--- src/hdl/cesu8_to_utf8_converter_macros.svh ---
// Assertion macros for the CESU-8 to UTF-8 converter.
// No dependencies; included by the files that carry assertions.
`ifndef CESU8_TO_UTF8_CONVERTER_MACROS_SVH
`define CESU8_TO_UTF8_CONVERTER_MACROS_SVH

`ifndef SYNTH

// Check that cond_a implies cond_b in the same cycle.
`define CU8_ASSERT_SAME(label, clk, rst_n, cond_a, cond_b) \
    label: assert property (@(posedge clk) disable iff (!rst_n) \
        (cond_a) |-> (cond_b)) else $error("cu8 same-cycle check failed");

// Check that cond_a implies cond_b in the following cycle.
`define CU8_ASSERT_NEXT(label, clk, rst_n, cond_a, cond_b) \
    label: assert property (@(posedge clk) disable iff (!rst_n) \
        (cond_a) |=> (cond_b)) else $error("cu8 next-cycle check failed");

`else

`define CU8_ASSERT_SAME(label, clk, rst_n, cond_a, cond_b)
`define CU8_ASSERT_NEXT(label, clk, rst_n, cond_a, cond_b)

`endif

`endif

--- src/hdl/cu8_pkg.sv ---
// Shared types and constants for the CESU-8 to UTF-8 converter.
// No dependencies.
package cu8_pkg;

    localparam int unsigned ByteW    = 8;
    localparam int unsigned WinDepth = 5;             // pending bytes kept
    localparam int unsigned WinFull  = WinDepth + 1;  // bytes seen by the pair test
    localparam int unsigned CntW     = $clog2(WinFull + 1);
    localparam int unsigned PairLen  = 4;

    localparam logic [ByteW-1:0] SurLead    = 8'hED;
    localparam logic [ByteW-1:0] HiSurTag   = 8'hA0;
    localparam logic [ByteW-1:0] LoSurTag   = 8'hB0;
    localparam logic [ByteW-1:0] NibHiMask  = 8'hF0;
    localparam logic [ByteW-1:0] ContMask   = 8'hC0;
    localparam logic [ByteW-1:0] ContTag    = 8'h80;
    localparam logic [ByteW-1:0] Lead4Tag   = 8'hF0;
    localparam logic [ByteW-1:0] PlaneMask  = 8'h1C;
    localparam logic [ByteW-1:0] MidMask    = 8'h3C;
    localparam logic [ByteW-1:0] Low2Mask   = 8'h03;
    localparam logic [ByteW-1:0] Low4Mask   = 8'h0F;

    typedef logic [CntW-1:0] cnt_t;

    typedef struct packed {
        logic [ByteW-1:0] in_byte;
        logic             in_last;
    } in_beat_t;

    typedef struct packed {
        logic [ByteW-1:0] out_byte;
        logic             out_last;
    } out_beat_t;

endpackage

--- src/hdl/cesu8_to_utf8_converter.sv ---
// Top level of the CESU-8 to UTF-8 converter: pair detection and output queue.
// Depends on cu8_pkg and cesu8_to_utf8_converter_macros.svh.
//
// Converts a CESU-8 byte stream into UTF-8, one byte per beat on each side.
// Up to five bytes are held back in a window; when a sixth arrives the six are
// tested for a surrogate pair (ED Ax xx ED Bx xx) and, on a hit, replaced by
// the four-byte UTF-8 form. Otherwise the oldest byte leaves and the window
// slides. A beat with in_last set flushes whatever is still held, and the
// final output byte of that string carries out_last. Each accepted input
// beat loads its 0 to 6 result bytes in parallel into a six-entry output
// queue that drains one byte per cycle while m_ready is high. Input is taken
// while the queue is empty or holds one byte that leaves in the same cycle,
// so plain bytes pass at one per cycle when the output does not stall; a beat
// that yields n bytes (a pair gives 4, a flush up to 6) holds the input while
// the queue drains, until only one byte is left and it is leaving.
`include "cesu8_to_utf8_converter_macros.svh"

module cesu8_to_utf8_converter (
    input  logic              aclk,
    input  logic              aresetn,
    input  logic              s_valid,
    output logic              s_ready,
    input  cu8_pkg::in_beat_t  s_data,
    output logic              m_valid,
    input  logic              m_ready,
    output cu8_pkg::out_beat_t m_data
);
    import cu8_pkg::*;

    // Window of held bytes; entries past the count are never read out.
    logic [ByteW-1:0] pend_reg [WinDepth];
    logic [ByteW-1:0] pend_next [WinDepth];
    cnt_t             pend_cnt_reg;
    cnt_t             pend_cnt_next;

    // Output queue, head at entry zero.
    logic [ByteW-1:0] q_byte_reg [WinFull];
    cnt_t             q_cnt_reg;
    logic             q_last_reg;

    logic [ByteW-1:0] win [WinFull];
    logic [ByteW-1:0] pair [PairLen];
    logic [ByteW-1:0] load_byte [WinFull];
    logic [ByteW-1:0] hi_plus1;
    cnt_t             win_cnt;
    cnt_t             load_cnt;
    logic             win_full;
    logic             pair_hit;
    logic             slide;
    logic             accept;
    logic             pop;

    assign accept = s_valid && s_ready;
    assign pop    = m_valid && m_ready;

    // Take a new beat when the queue is empty or its last byte leaves now.
    assign s_ready = (q_cnt_reg == '0) || ((q_cnt_reg == cnt_t'(1)) && m_ready);

    assign m_valid         = (q_cnt_reg != '0);
    assign m_data.out_byte = q_byte_reg[0];
    assign m_data.out_last = q_last_reg && (q_cnt_reg == cnt_t'(1));

    // Append the incoming byte right after the held bytes.
    always_comb begin
        for (int i = 0; i < WinDepth; i++) begin
            win[i] = (cnt_t'(i) < pend_cnt_reg) ? pend_reg[i] : s_data.in_byte;
        end
        win[WinDepth] = s_data.in_byte;
    end

    assign win_cnt  = pend_cnt_reg + cnt_t'(1);
    assign win_full = (win_cnt == cnt_t'(WinFull));

    assign pair_hit = win_full
        && (win[0] == SurLead) && ((win[1] & NibHiMask) == HiSurTag)
        && ((win[2] & ContMask) == ContTag)
        && (win[3] == SurLead) && ((win[4] & NibHiMask) == LoSurTag)
        && ((win[5] & ContMask) == ContTag);

    // Rebuild the code point bits in four-byte UTF-8 form.
    assign hi_plus1 = win[1] + ByteW'(1);
    assign pair[0]  = Lead4Tag | ((hi_plus1 & PlaneMask) >> 2);
    assign pair[1]  = ContTag | ((hi_plus1 & Low2Mask) << 4) | ((win[2] & MidMask) >> 2);
    assign pair[2]  = ContTag | ((win[2] & Low2Mask) << 4) | (win[4] & Low4Mask);
    assign pair[3]  = win[5];

    // Results are always a prefix of either the pair bytes or the window.
    always_comb begin
        for (int i = 0; i < WinFull; i++) begin
            load_byte[i] = (pair_hit && (i < PairLen)) ? pair[i] : win[i];
        end
    end

    always_comb begin
        slide = 1'b0;
        if (pair_hit) begin
            load_cnt      = cnt_t'(PairLen);
            pend_cnt_next = '0;
        end else if (win_full) begin
            slide         = !s_data.in_last;
            load_cnt      = s_data.in_last ? cnt_t'(WinFull) : cnt_t'(1);
            pend_cnt_next = s_data.in_last ? '0 : cnt_t'(WinDepth);
        end else begin
            load_cnt      = s_data.in_last ? win_cnt : '0;
            pend_cnt_next = s_data.in_last ? '0 : win_cnt;
        end
        for (int i = 0; i < WinDepth; i++) begin
            pend_next[i] = slide ? win[i+1] : win[i];
        end
    end

    // Window payload needs no reset.
    always_ff @(posedge aclk) begin
        if (accept) begin
            for (int i = 0; i < WinDepth; i++) begin
                pend_reg[i] <= pend_next[i];
            end
        end
    end

    always_ff @(posedge aclk) begin
        if (!aresetn) begin
            pend_cnt_reg <= '0;
        end else if (accept) begin
            pend_cnt_reg <= pend_cnt_next;
        end
    end

    // Load the queue on accept, else advance it on a taken output beat.
    always_ff @(posedge aclk) begin
        if (!aresetn) begin
            q_cnt_reg  <= '0;
            q_last_reg <= 1'b0;
        end else if (accept) begin
            q_cnt_reg  <= load_cnt;
            q_last_reg <= s_data.in_last;
        end else if (pop) begin
            q_cnt_reg  <= q_cnt_reg - cnt_t'(1);
        end
    end

    always_ff @(posedge aclk) begin
        if (accept) begin
            for (int i = 0; i < WinFull; i++) begin
                q_byte_reg[i] <= load_byte[i];
            end
        end else if (pop) begin
            for (int i = 0; i < WinFull - 1; i++) begin
                q_byte_reg[i] <= q_byte_reg[i+1];
            end
        end
    end

    // Input must stall while more than one queued byte remains.
    `CU8_ASSERT_SAME(a_stall_on_backlog, aclk, aresetn, q_cnt_reg > cnt_t'(1), !s_ready)
    // The window never holds more than five bytes.
    `CU8_ASSERT_SAME(a_pend_bound, aclk, aresetn, 1'b1, pend_cnt_reg <= cnt_t'(WinDepth))
    // A string's final byte leaves only after the window was emptied.
    `CU8_ASSERT_SAME(a_last_empty_win, aclk, aresetn, m_valid && m_data.out_last,
                     pend_cnt_reg == '0)
    // A matched pair loads exactly four bytes.
    `CU8_ASSERT_NEXT(a_pair_four, aclk, aresetn, accept && pair_hit,
                     q_cnt_reg == cnt_t'(PairLen))

endmodule
--- config.mk ---
export PLATFORM = sky130hd
export DESIGN_NAME = cesu8_to_utf8_converter
export DESIGN_NICKNAME = d
export VERILOG_FILES = /design/src/hdl/cu8_pkg.sv /design/src/hdl/cesu8_to_utf8_converter.sv
export VERILOG_INCLUDE_DIRS = /design/src /design/src/hdl
export SDC_FILE = /design/constraint.sdc
export NUM_CORES = 1
export LEC_CHECK = 0
export BUFFER_PORTS_ARGS = -buffer_cell sky130_fd_sc_hd__buf_4
export CAP_MARGIN = 20
export CORE_MARGIN = 1
export CORE_UTILIZATION = 40
export CTS_BUF_LIST = sky130_fd_sc_hd__clkbuf_8
export CTS_CLUSTER_DIAMETER = 30
export DETAILED_ROUTE_END_ITERATION = 12
export HOLD_SLACK_MARGIN = 0.05
export PLACE_DENSITY = 0.61
export REMOVE_ABC_BUFFERS = 1
export SLEW_MARGIN = 20
export SYNTH_ARGS = -nofsm -noshare
export SYNTH_HDL_FRONTEND = slang
export SYNTH_SLANG_ARGS = --single-unit
--- constraint.sdc ---
create_clock -name aclk -period 7.5 [get_ports aclk]
set_input_delay 1.125 -clock aclk [delete_from_list [all_inputs] [get_ports aclk]]
set_output_delay 1.125 -clock aclk [all_outputs]
set_load 0.02 [all_outputs]
==> summary by stage, run 1 <==
Setup path
The data required time at the worst endpoint is between 7 and 8 ns. The cell family contributing the most delay on the critical path is compound AO/OA/AOI/OAI gates. The critical path goes through a21oi_2, mux2i_1, and3_1, nand4_2, a31oi_1, o221ai_1.

STA classifies the critical path endpoint as a flop. The cell with the biggest individual delay on the critical path is sky130_fd_sc_hd__a21oi_2. The largest stage delay on the critical path is 0.75 ns. The setup slack of the most critical reg-to-reg path is between 4 and 5 ns. STA classifies the critical path startpoint as a flop. The critical path in this run is classified as reg -> reg. The biggest fanout along the worst timing path is 12.

The critical path contains buffers and inverters numbering 0 combined. The arrival time at the worst endpoint is between 3 and 4 ns.

Synth
The cell type with the largest total area after synthesis is sky130_fd_sc_hd__edfxtp_1. Of the synthesized area, sequential elements account for a little over half. The synthesized area is approximately 0.0053 mm². By area the synthesized netlist is led by sky130_fd_sc_hd__edfxtp_1 (50%), sky130_fd_sc_hd__mux2i_1 (12%), sky130_fd_sc_hd__mux2_2 (4.3%).

The post-synthesis cell type count is a little under 60. Counting flops and latches in the post-synthesis netlist gives 95. The mean instance size in the synthesized netlist is around 12 µm². The post-synthesis cell count is between 400 and 500. For this run, the number of Yosys warnings is 0. Counting flops with a built-in enable in the synthesized netlist gives between 80 and 90. The most frequently used flop master after synthesis is sky130_fd_sc_hd__edfxtp_1. In the synthesized netlist the async set-or-reset flop fraction comes to 0%. The portion of synthesized cell area occupied by the leading cell type is 49.93%.

Die
The die area is between 0.01 and 0.015 mm². The total area inside the core boundary comes to around 0.013 mm². The initial core utilization is between 40% and 50%. 24 I/O pins were placed. Measured along the x axis, the die boundary spans 117.0 µm. The count of standard-cell rows is between 40 and 50.

The die height is around 120 µm.

Placement
In this run the cell area measured after placement is approximately 0.0055 mm². After legalization and detailed placement, the total HPWL measured about 7900 µm. The number of buffers inserted by port buffering is 23. The final estimated routing congestion in global placement is 0.8118.

Timing
For the pin with the worst max-slew slack, the measured transition is 0.8725 ns. The final total negative setup slack is 0 ns. Setup repair after global routing left no endpoint under its margin. Setup violations remaining at the end of the flow were counted as 0.

Based on the critical path, the design can be clocked at up to ~0.29 GHz. The worst pin sits at a relative slew slack of 41.83%. The minimum clock period after layout is 3.496 ns. The number of failing hold endpoints at the final stage is 0. The worst hold-check slack is between 0.4 and 0.5 ns. The setup skew after layout is around 0.016 ns. The number of max-slew violations in the final report is 0. The final critical path takes up between 40% and 50% of the cycle.

Detailed routing
Before antenna repair, the detailed router went through 4 iterations. Dividing the detail-routed wire length by the instance count gives a little under 20 µm. In this run the remaining antenna-violating nets after routing total 0. Using the TritonRoute via totals, the vias-per-cell ratio works out to 5.658. The detailed router finished its first iteration with 323 violations.

The total DRC errors in the routed layout is 0. The number of vias in the routed layout is between 3,000 and 4,000. For this block, the routed nets add up to 12,230 µm of wire.

GRT
The sum of overflow across all layers after global routing is 0. Global routing used 19.38% of the available tracks across all layers. The via count of the first global-routing pass came to around 3,500. The first-pass GRT wire length is 19,400 µm.

Entering global routing, the biggest net connects about 50 pins. The number of antenna violations at the first check in global routing is 0.

Clock tree
The number of buffers added for setup after CTS is 0. Buffers inserted during clock tree synthesis total 9. The CTS tree is built.

The H-tree depth is 3. The number of buffers added to fix hold violations after cts is 0. The clock root buffer master is sky130_fd_sc_hd__clkbuf_8.

The count of clock tree sinks is 95. The post-cts gate resize count is 0. The insertion delay of the later-clocked pin in the worst-skew pair is about 0.4 ns. The longest clock path from root to sink contains 2 buffers. The post-CTS clock slew at the launch and capture registers of the worst setup and hold paths is 0.09 ns.

Hold path
In this run the worst hold path is classified as reg -> reg.

Finish
The number of filler instances in the final layout is 1,187. The ratio of cells with drive above 1 in the final layout is approximately 17%. The most common library cell in the layout ignoring fill and taps is sky130_fd_sc_hd__edfxtp_1. From synthesis to final layout, the design area changed by 7.305%. The layout net count is 472. The top cell types in the final layout, fill and taps aside, are sky130_fd_sc_hd__edfxtp_1 (88), sky130_fd_sc_hd__mux2i_1 (62), sky130_fd_sc_hd__nand2_1 (36), sky130_fd_sc_hd__nor2_1 (35), sky130_fd_sc_hd__buf_4 (31). 0 antenna diodes ended up in the layout. The finished cells cover between 0.005 and 0.006 mm². The register with the most flip-flops in the layout has 48 of them.

Power and ir drop
In this run the static leakage power is approximately 2.1 nW. The overall power after layout is a little under 2 mW. The power density normalized to cell area is around 340 mW/mm². Across the VDD grid, the largest voltage drop is 0.3080 mV.

Status
The flow ran to the end, and the final reports show no timing, DRC or antenna violations.

Run
Max-cap violations in this run came to 0.
-- final cells by class --
| type | count | area [µm²] | area share, % |
|---|---|---|---|
| clock buffers | 9 | 123.9 | 2.181 |
| clock inverters | 6 | 62.56 | 1.102 |
| inverters | 15 | 56.30 | 0.9914 |
| multi-input cells | 301 | 2206 | 38.84 |
| flip-flops and latches | 95 | 2783 | 49.00 |
| well taps | 172 | 215.2 | 3.789 |
| repair buffers | 31 | 232.7 | 4.098 |
-- synthesized netlist by cell type, types with 6 or more instances --
cell / n
sky130_fd_sc_hd__a21boi_0: 6
sky130_fd_sc_hd__a21oi_1: 26
sky130_fd_sc_hd__a31oi_1: 6
sky130_fd_sc_hd__buf_2: 6
sky130_fd_sc_hd__buf_4: 10
sky130_fd_sc_hd__clkbuf_1: 19
sky130_fd_sc_hd__dfxtp_1: 7
sky130_fd_sc_hd__edfxtp_1: 88
sky130_fd_sc_hd__ha_1: 6
sky130_fd_sc_hd__inv_1: 14
sky130_fd_sc_hd__mux2_2: 20
sky130_fd_sc_hd__mux2i_1: 62
sky130_fd_sc_hd__nand2_1: 36
sky130_fd_sc_hd__nand3_1: 6
sky130_fd_sc_hd__nor2_1: 35
sky130_fd_sc_hd__o211ai_1: 6
sky130_fd_sc_hd__o21a_1: 6
sky130_fd_sc_hd__o21ai_0: 17
sky130_fd_sc_hd__o221ai_1: 7
-- cells by family after synthesis --
logic type                 after synthesis  synth area share, %
buffers and inverters                   56                5.744
AOI/OAI and AO/OA                       96                12.10
DFF                                     95                52.58
adders and majority gates                6                1.418
muxes                                   82                15.98
xor gates and xnor gates                 4               0.6621
and+or+nand+nor                        113                11.51
-- routing by layer --
layer / vias to the layer above / track usage, % / wire (µm)
li1: 1672 / - / -
met1: 1773 / 25.69 / 5700
met2: 101 / 31.01 / 5759
met3: 13 / 4.995 / 574
met4: 0 / 6.414 / 190
met5: - / 0 / 0
-- metrics by stage --
| step | setup WS (ns) | utilization (%) | std cells |
|---|---|---|---|
| after floorplan | 3.912 | - | 411 |
| after global placement | 3.990 | 43.00 | 614 |
| after detailed placement | 3.848 | 43.00 | 614 |
| after CTS | 4.083 | 44.46 | 629 |
| final | 4.004 | 44.46 | 629 |
| after global routing | 3.860 | 44.46 | 629 |
-- worst register-to-register path, delay by kind of cell (launching register included) --
family,cells,cell delay (ns)
muxes,1,0.51
AOI/OAI and AO/OA,3,1.70
and+or+nand+nor,2,0.59
DFF,1,0.44
-- final timing paths --
path | start | end | depth (start not counted)
worst min-delay path | q_last_reg | q_last_reg | 2
worst max-delay path | pend_cnt_reg[1] | pend_reg[0][24] | 6
worst min register to register | q_last_reg | q_last_reg | 2
worst max register to register | pend_cnt_reg[1] | pend_reg[0][24] | 6
-- power by group --
part,leakage (nW),internal (mW),switching [mW]
registers,0.900,0.888,0.0854
logic,1.11,0.218,0.420
clock network,0.0945,0.152,0.189
(Power assumes the default switching activity.)
==> run 2: changes to the inputs <==
PLACE_DENSITY = 0.63   (was 0.61)
clock period = 3.15 ns   (was 7.5 ns; I/O delays follow)
==> summary by stage, run 2 (synthesis gave the netlist of run 1 again) <==
Status
Outcome: completed (unchanged).

Clock tree
The number of buffers added to fix hold violations after cts is 0 (unchanged). The H-tree depth is 3 (unchanged). The clock root buffer master is sky130_fd_sc_hd__clkbuf_8 (unchanged). The CTS tree is built (unchanged). The post-CTS clock slew at the launch and capture registers of the worst setup and hold paths is 0.09 ns (about the same). The number of buffers added for setup after CTS is 0 (unchanged). The insertion delay of the later-clocked pin in the worst-skew pair is 0.37 ns (was 0.39 ns).

The TritonCTS buffer count is 9 (unchanged). The count of clock tree sinks is 95 (unchanged). The post-cts gate resize count is 0 (unchanged). The maximum clock path buffer count was 2 (unchanged).

Placement
The number of buffers inserted by port buffering is 23 (unchanged). The area after detailed placement is 0.005593 mm² (was 0.005493 mm²). The sum of net half-perimeters after detailed placement was 8105 µm (was 7854 µm). The final estimated routing congestion in global placement is 0.8508 (was 0.8118). The number of placed instances with taps included is 624 (was 614).

GRT
The via count of the first global-routing pass is 3,555 (was 3,499). The first-pass GRT wire length came to 19,150 µm (was 19,400 µm). The number of antenna violations at the first check in global routing is 0 (unchanged).

The pin count of the biggest net entering global routing is 49 (unchanged). The total global-route track usage is 18.83% (was 19.38%). The sum of overflow across all layers after global routing is 0 (unchanged).

Finish
The antenna diode count came to 0 (unchanged). The post-route core utilization is 45.43% (was 44.46%). Most used cells in the layout excluding fill and tap cells: sky130_fd_sc_hd__edfxtp_1 (88), sky130_fd_sc_hd__mux2i_1 (62), sky130_fd_sc_hd__buf_4 (39), sky130_fd_sc_hd__nand2_1 (36), sky130_fd_sc_hd__nor2_1 (35) (was sky130_fd_sc_hd__edfxtp_1 (88), sky130_fd_sc_hd__mux2i_1 (62), sky130_fd_sc_hd__nand2_1 (36), sky130_fd_sc_hd__nor2_1 (35), sky130_fd_sc_hd__buf_4 (31)).

The final design area excluding fillers is 0.005803 mm² (was 0.005679 mm²). The number of flip-flops under the largest register name is 48 (unchanged). The layout net count is 482 (was 472). The number of standard cells in the layout, taps in and fillers out was 640 (was 629). The most common library cell in the layout ignoring fill and taps is sky130_fd_sc_hd__edfxtp_1 (unchanged). The synthesis-to-finish area growth is 9.645% (was 7.305%). The ratio of cells with drive above 1 in the final layout is 18.80% (was 16.85%).

Die
The area of the core is 0.01277 mm² (unchanged). The I/O pin count was 24 (unchanged). The initial core utilization is 41.43% (unchanged).

The die height is 117.0 µm (unchanged). The horizontal extent of the die is 117.0 µm (unchanged). The die area is 0.01369 mm² (unchanged). The count of standard-cell rows is 41 (unchanged).

Setup path
The setup slack of the most critical reg-to-reg path was 0.39 ns (was 4.00 ns). The biggest fanout along the worst timing path is 10 (was 12). The kind of start point of the critical path is a flop (unchanged).

The data required time at the worst endpoint came to 3.26 ns (was 7.61 ns). The critical setup path kind is reg -> reg (unchanged). The endpoint type of the worst setup path is a flop (unchanged). The arrival time at the worst endpoint came to 2.87 ns (was 3.60 ns).

Detailed routing
The number of vias in the routed layout is 3,562 (was 3,559). The number of vias per cell after detailed routing came to 5.566 (was 5.658). The final wirelength is 11,860 µm (was 12,230 µm).

The number of iterations in the first detailed-routing pass came to 5 (was 4). The per-cell routed wire length is 18.53 µm (was 19.44 µm). The total DRC errors in the routed layout is 0 (unchanged). The count of antenna-violating nets left after detailed routing came to 0 (unchanged). The count of routing violations after the opening detailed-route iteration is 280 (was 323).

Timing
The part of the cycle the worst path needs is 87.62% (was 46.61%). The minimum clock period after layout is 2.760 ns (was 3.496 ns). The achievable frequency is 0.3623 GHz (was 0.2861 GHz). The measured slew at the worst slew-check pin came to 0.7399 ns (was 0.8725 ns). The final total negative setup slack is 0 ns (unchanged).

The setup skew after layout is 0.01051 ns (was 0.01612 ns). The count of final setup violators is 0 (unchanged). The number of max-slew violations in the final report is 0 (unchanged). The number of failing hold endpoints at the final stage is 0 (unchanged). Unrepaired setup endpoints after global routing: false (unchanged). The max-slew headroom at the worst pin is 50.60% (was 41.83%).

Run
The reported max-cap violation count came to 0 (unchanged).

Power and ir drop
The power density normalized to cell area is 816.3 mW/mm² (was 343.8 mW/mm²). The reported leakage power is 2.175 nW (was 2.105 nW). The overall power after layout is 4.737 mW (was 1.953 mW). The maximum ir drop on the vdd rail is 0.4438 mV (was 0.3080 mV).

Hold path
The kind of path behind the tightest hold check is in -> reg (was reg -> reg).
run 2: final timing paths:
check,startpoint,to,depth (start not counted)
worst max-delay path,pend_cnt_reg[0],pend_reg[0][39],7
worst min-delay path,aresetn,q_cnt_reg[2],2
worst max register to register,pend_cnt_reg[0],pend_reg[0][39],7
worst min register to register,q_last_reg,q_last_reg,2
run 2: layout make-up:
type | instances | area, µm²
clock buffer | 9 | 123.9
clock inverter | 7 | 86.33
fill | 1176 | 6970
inverter | 15 | 56.30
multi-input combinational | 301 | 2206
sequential | 95 | 2783
tap | 172 | 215.2
timing repair buffer | 41 | 332.8
run 2: critical path: stages, from the launching register on:
cell	delay [ns]
sky130_fd_sc_hd__dfxtp_1	0.59
sky130_fd_sc_hd__ha_1	0.25
sky130_fd_sc_hd__nand4bb_1	0.12
sky130_fd_sc_hd__nor4b_2	0.35
sky130_fd_sc_hd__and4_1	0.25
sky130_fd_sc_hd__nand4_2	0.22
sky130_fd_sc_hd__a21oi_4	0.33
sky130_fd_sc_hd__mux2_2	0.38
run 2: power by group:
part,internal (mW),switching [mW],total (mW)
clock,0.442,0.429,0.871
combinational,0.557,0.996,1.55
sequential,2.11,0.201,2.31
run 2: per-layer routing:
layer  vias to the layer above  global-route usage, %  part of all wire, %
met2                       102                  30.02                   46
met3                        17                  3.193                  4.1
li1                       1701                      -                    -
met5                         -                      0                    0
met1                      1742                  26.06                   48
met4                         0                  6.329                  1.7
run 2: metrics by stage:
step | worst slack [ns] | hold slack [ns]
2_1_floorplan | -0.4381 | 0.4391
3_3_place_gp | 0.4245 | 0.4650
3_5_place_dp | 0.4046 | 0.4847
4_1_cts | 0.4021 | 0.3582
5_1_grt | 0.2016 | 0.3629
6_report | 0.3901 | 0.3645
==> run 3: changes to the inputs <==
PLACE_DENSITY = not set   (was 0.63)
PLACE_DENSITY_LB_ADDON = 0.05   (was not set)
==> summary by stage, run 3 (synthesis gave the netlist of run 1 again) <==
Status
Outcome: completed (unchanged).

Clock tree
The post-cts gate resize count came to 0 (unchanged). The number of buffers added to fix hold violations after cts is 0 (unchanged). The post-CTS clock slew at the launch and capture registers of the worst setup and hold paths was 0.09 ns (about the same). The insertion delay of the later-clocked pin in the worst-skew pair is 0.39 ns (was 0.37 ns). The maximum clock path buffer count was 2 (unchanged). The clock root buffer master is sky130_fd_sc_hd__clkbuf_8 (unchanged).

The CTS tree is built (unchanged). The count of clock tree sinks is 95 (unchanged). The H-tree depth is 3 (unchanged).

The number of buffers added for setup after CTS is 0 (unchanged). The TritonCTS buffer count is 9 (unchanged).

GRT
The via count of the first global-routing pass came to 3,457 (was 3,555). The number of antenna violations at the first check in global routing is 0 (unchanged). The sum of overflow across all layers after global routing came to 0 (unchanged). The total global-route track usage is 20.73% (was 18.83%). The pin count of the biggest net entering global routing is 50 (was 49). The first-pass GRT wire length is 20,400 µm (was 19,150 µm).

Placement
The number of buffers inserted by port buffering is 23 (unchanged). The final estimated routing congestion in global placement is 0.7930 (was 0.8508). The sum of net half-perimeters after detailed placement is 8558 µm (was 8105 µm). The post-placement worst setup slack is 0.3327 ns (was 0.4046 ns).

Timing
The final total negative setup slack is 0 ns (unchanged). The number of max-slew violations in the final report was 0 (unchanged). Unrepaired setup endpoints after global routing: false (unchanged). The number of failing hold endpoints at the final stage is 0 (unchanged). The achievable frequency is 0.3540 GHz (was 0.3623 GHz).

The slack of the critical path is 0.3248 ns (was 0.3901 ns). The setup skew after layout is 0.009297 ns (was 0.01051 ns). The measured slew at the worst slew-check pin is 0.9343 ns (was 0.7399 ns). The minimum clock period after layout is 2.825 ns (was 2.760 ns). The count of final setup violators was 0 (unchanged). The worst hold-check slack is 0.3522 ns (was 0.3645 ns). The max-slew headroom at the worst pin was 37.62% (was 50.60%). The part of the cycle the worst path needs is 89.69% (was 87.62%).

Setup path
The endpoint type of the worst setup path was a flop (unchanged). The critical setup path kind is reg -> reg (unchanged). The arrival time at the worst endpoint is 2.97 ns (was 2.87 ns). The biggest fanout along the worst timing path was 10 (unchanged).

The data required time at the worst endpoint is 3.30 ns (was 3.26 ns). The kind of start point of the critical path is a flop (unchanged).

Detailed routing
The final wirelength is 13,030 µm (was 11,860 µm). The count of routing violations after the opening detailed-route iteration is 249 (was 280). The count of antenna-violating nets left after detailed routing was 0 (unchanged). The number of iterations in the first detailed-routing pass is 5 (unchanged). The number of vias per cell after detailed routing is 5.545 (was 5.566).

The total DRC errors in the routed layout is 0 (unchanged). The per-cell routed wire length is 20.35 µm (was 18.53 µm). The number of vias in the routed layout is 3,549 (was 3,562).

Finish
The most common library cell in the layout ignoring fill and taps is sky130_fd_sc_hd__edfxtp_1 (unchanged). The antenna diode count is 0 (unchanged). The area taken by multi-input logic gates is 0.002206 mm² (unchanged). The ratio of cells with drive above 1 in the final layout is 19.02% (was 18.80%). Most used cells in the layout excluding fill and tap cells: sky130_fd_sc_hd__edfxtp_1 (88), sky130_fd_sc_hd__mux2i_1 (62), sky130_fd_sc_hd__buf_4 (39), sky130_fd_sc_hd__nand2_1 (36), sky130_fd_sc_hd__nor2_1 (35) (unchanged).

The number of flip-flops under the largest register name is 48 (unchanged). The layout net count is 482 (unchanged). The synthesis-to-finish area growth is 9.669% (was 9.645%). The number of filler instances in the final layout is 1,202 (was 1,176). The footprint of the flip-flops and latches is 0.002783 mm² (unchanged).

Hold path
The kind of path behind the tightest hold check is in -> reg (unchanged).

Die
The die height is 117.0 µm (unchanged). The area of the core is 0.01277 mm² (unchanged). The initial core utilization is 41.43% (unchanged). The I/O pin count is 24 (unchanged). The die area was 0.01369 mm² (unchanged). The count of standard-cell rows is 41 (unchanged). The horizontal extent of the die is 117.0 µm (unchanged).

Power and ir drop
The maximum ir drop on the vdd rail came to 0.6200 mV (was 0.4438 mV). The power density normalized to cell area is 829.0 mW/mm² (was 816.3 mW/mm²). The reported leakage power is 2.176 nW (was 2.175 nW).

Run
The reported max-cap violation count is 0 (unchanged).
## run 3: cell types whose count changed in the layout (fill, tap and decap cells not counted)
cell                       delta
sky130_fd_sc_hd__clkinv_4     +1
sky130_fd_sc_hd__clkinv_2     +1
sky130_fd_sc_hd__inv_6        -1
sky130_fd_sc_hd__clkinv_1     -1
## run 3: final timing paths
kind	depth (start not counted)	slack, ns	start	endpoint
worst min-delay path	2	0.35	aresetn	q_cnt_reg[2]
worst min register to register	2	0.47	q_last_reg	q_last_reg
worst max-delay path	7	0.32	pend_cnt_reg[0]	pend_reg[0][38]
worst max register to register	7	0.32	pend_cnt_reg[0]	pend_reg[0][38]
## run 3: critical path, cell delays in order, from the launching register on
cell and delay (ns):
sky130_fd_sc_hd__dfxtp_1 0.60, sky130_fd_sc_hd__ha_1 0.25, sky130_fd_sc_hd__nand4bb_1 0.13, sky130_fd_sc_hd__nor4b_2 0.36, sky130_fd_sc_hd__and4_1 0.25, sky130_fd_sc_hd__nand4_2 0.24, sky130_fd_sc_hd__a21oi_4 0.38, sky130_fd_sc_hd__mux2_2 0.38
## run 3: power by group
part,internal [mW],total [mW],switching (mW)
registers,2.12,2.32,0.206
clock network,0.442,0.902,0.460
logic,0.558,1.59,1.03
## run 3: final cells by class
class	count	area share, %
flip-flops and latches	95	47.94
well taps	172	3.708
repair buffers	41	5.734
multi-input cells	301	38.00
clock buffers	9	2.134
clock inverters	7	1.509
inverters	15	0.9700
## run 3: routing by layer
metal  global-route usage [%]  wire length [µm]
met1                    29.78              6455
met2                    31.05              5872
met3                    3.450               447
met4                    8.439               249
met5                        0                 0
## run 3: through the flow
step	total power, mW	utilization, %	instances	cell area [µm²]
5_1_grt	5.125	45.44	640	5804
6_report	4.812	45.44	640	5804
3_5_place_dp	3.962	43.78	624	5593
2_1_floorplan	3.304	-	411	5045
4_1_cts	4.873	45.44	640	5804
3_3_place_gp	3.932	43.78	624	5593
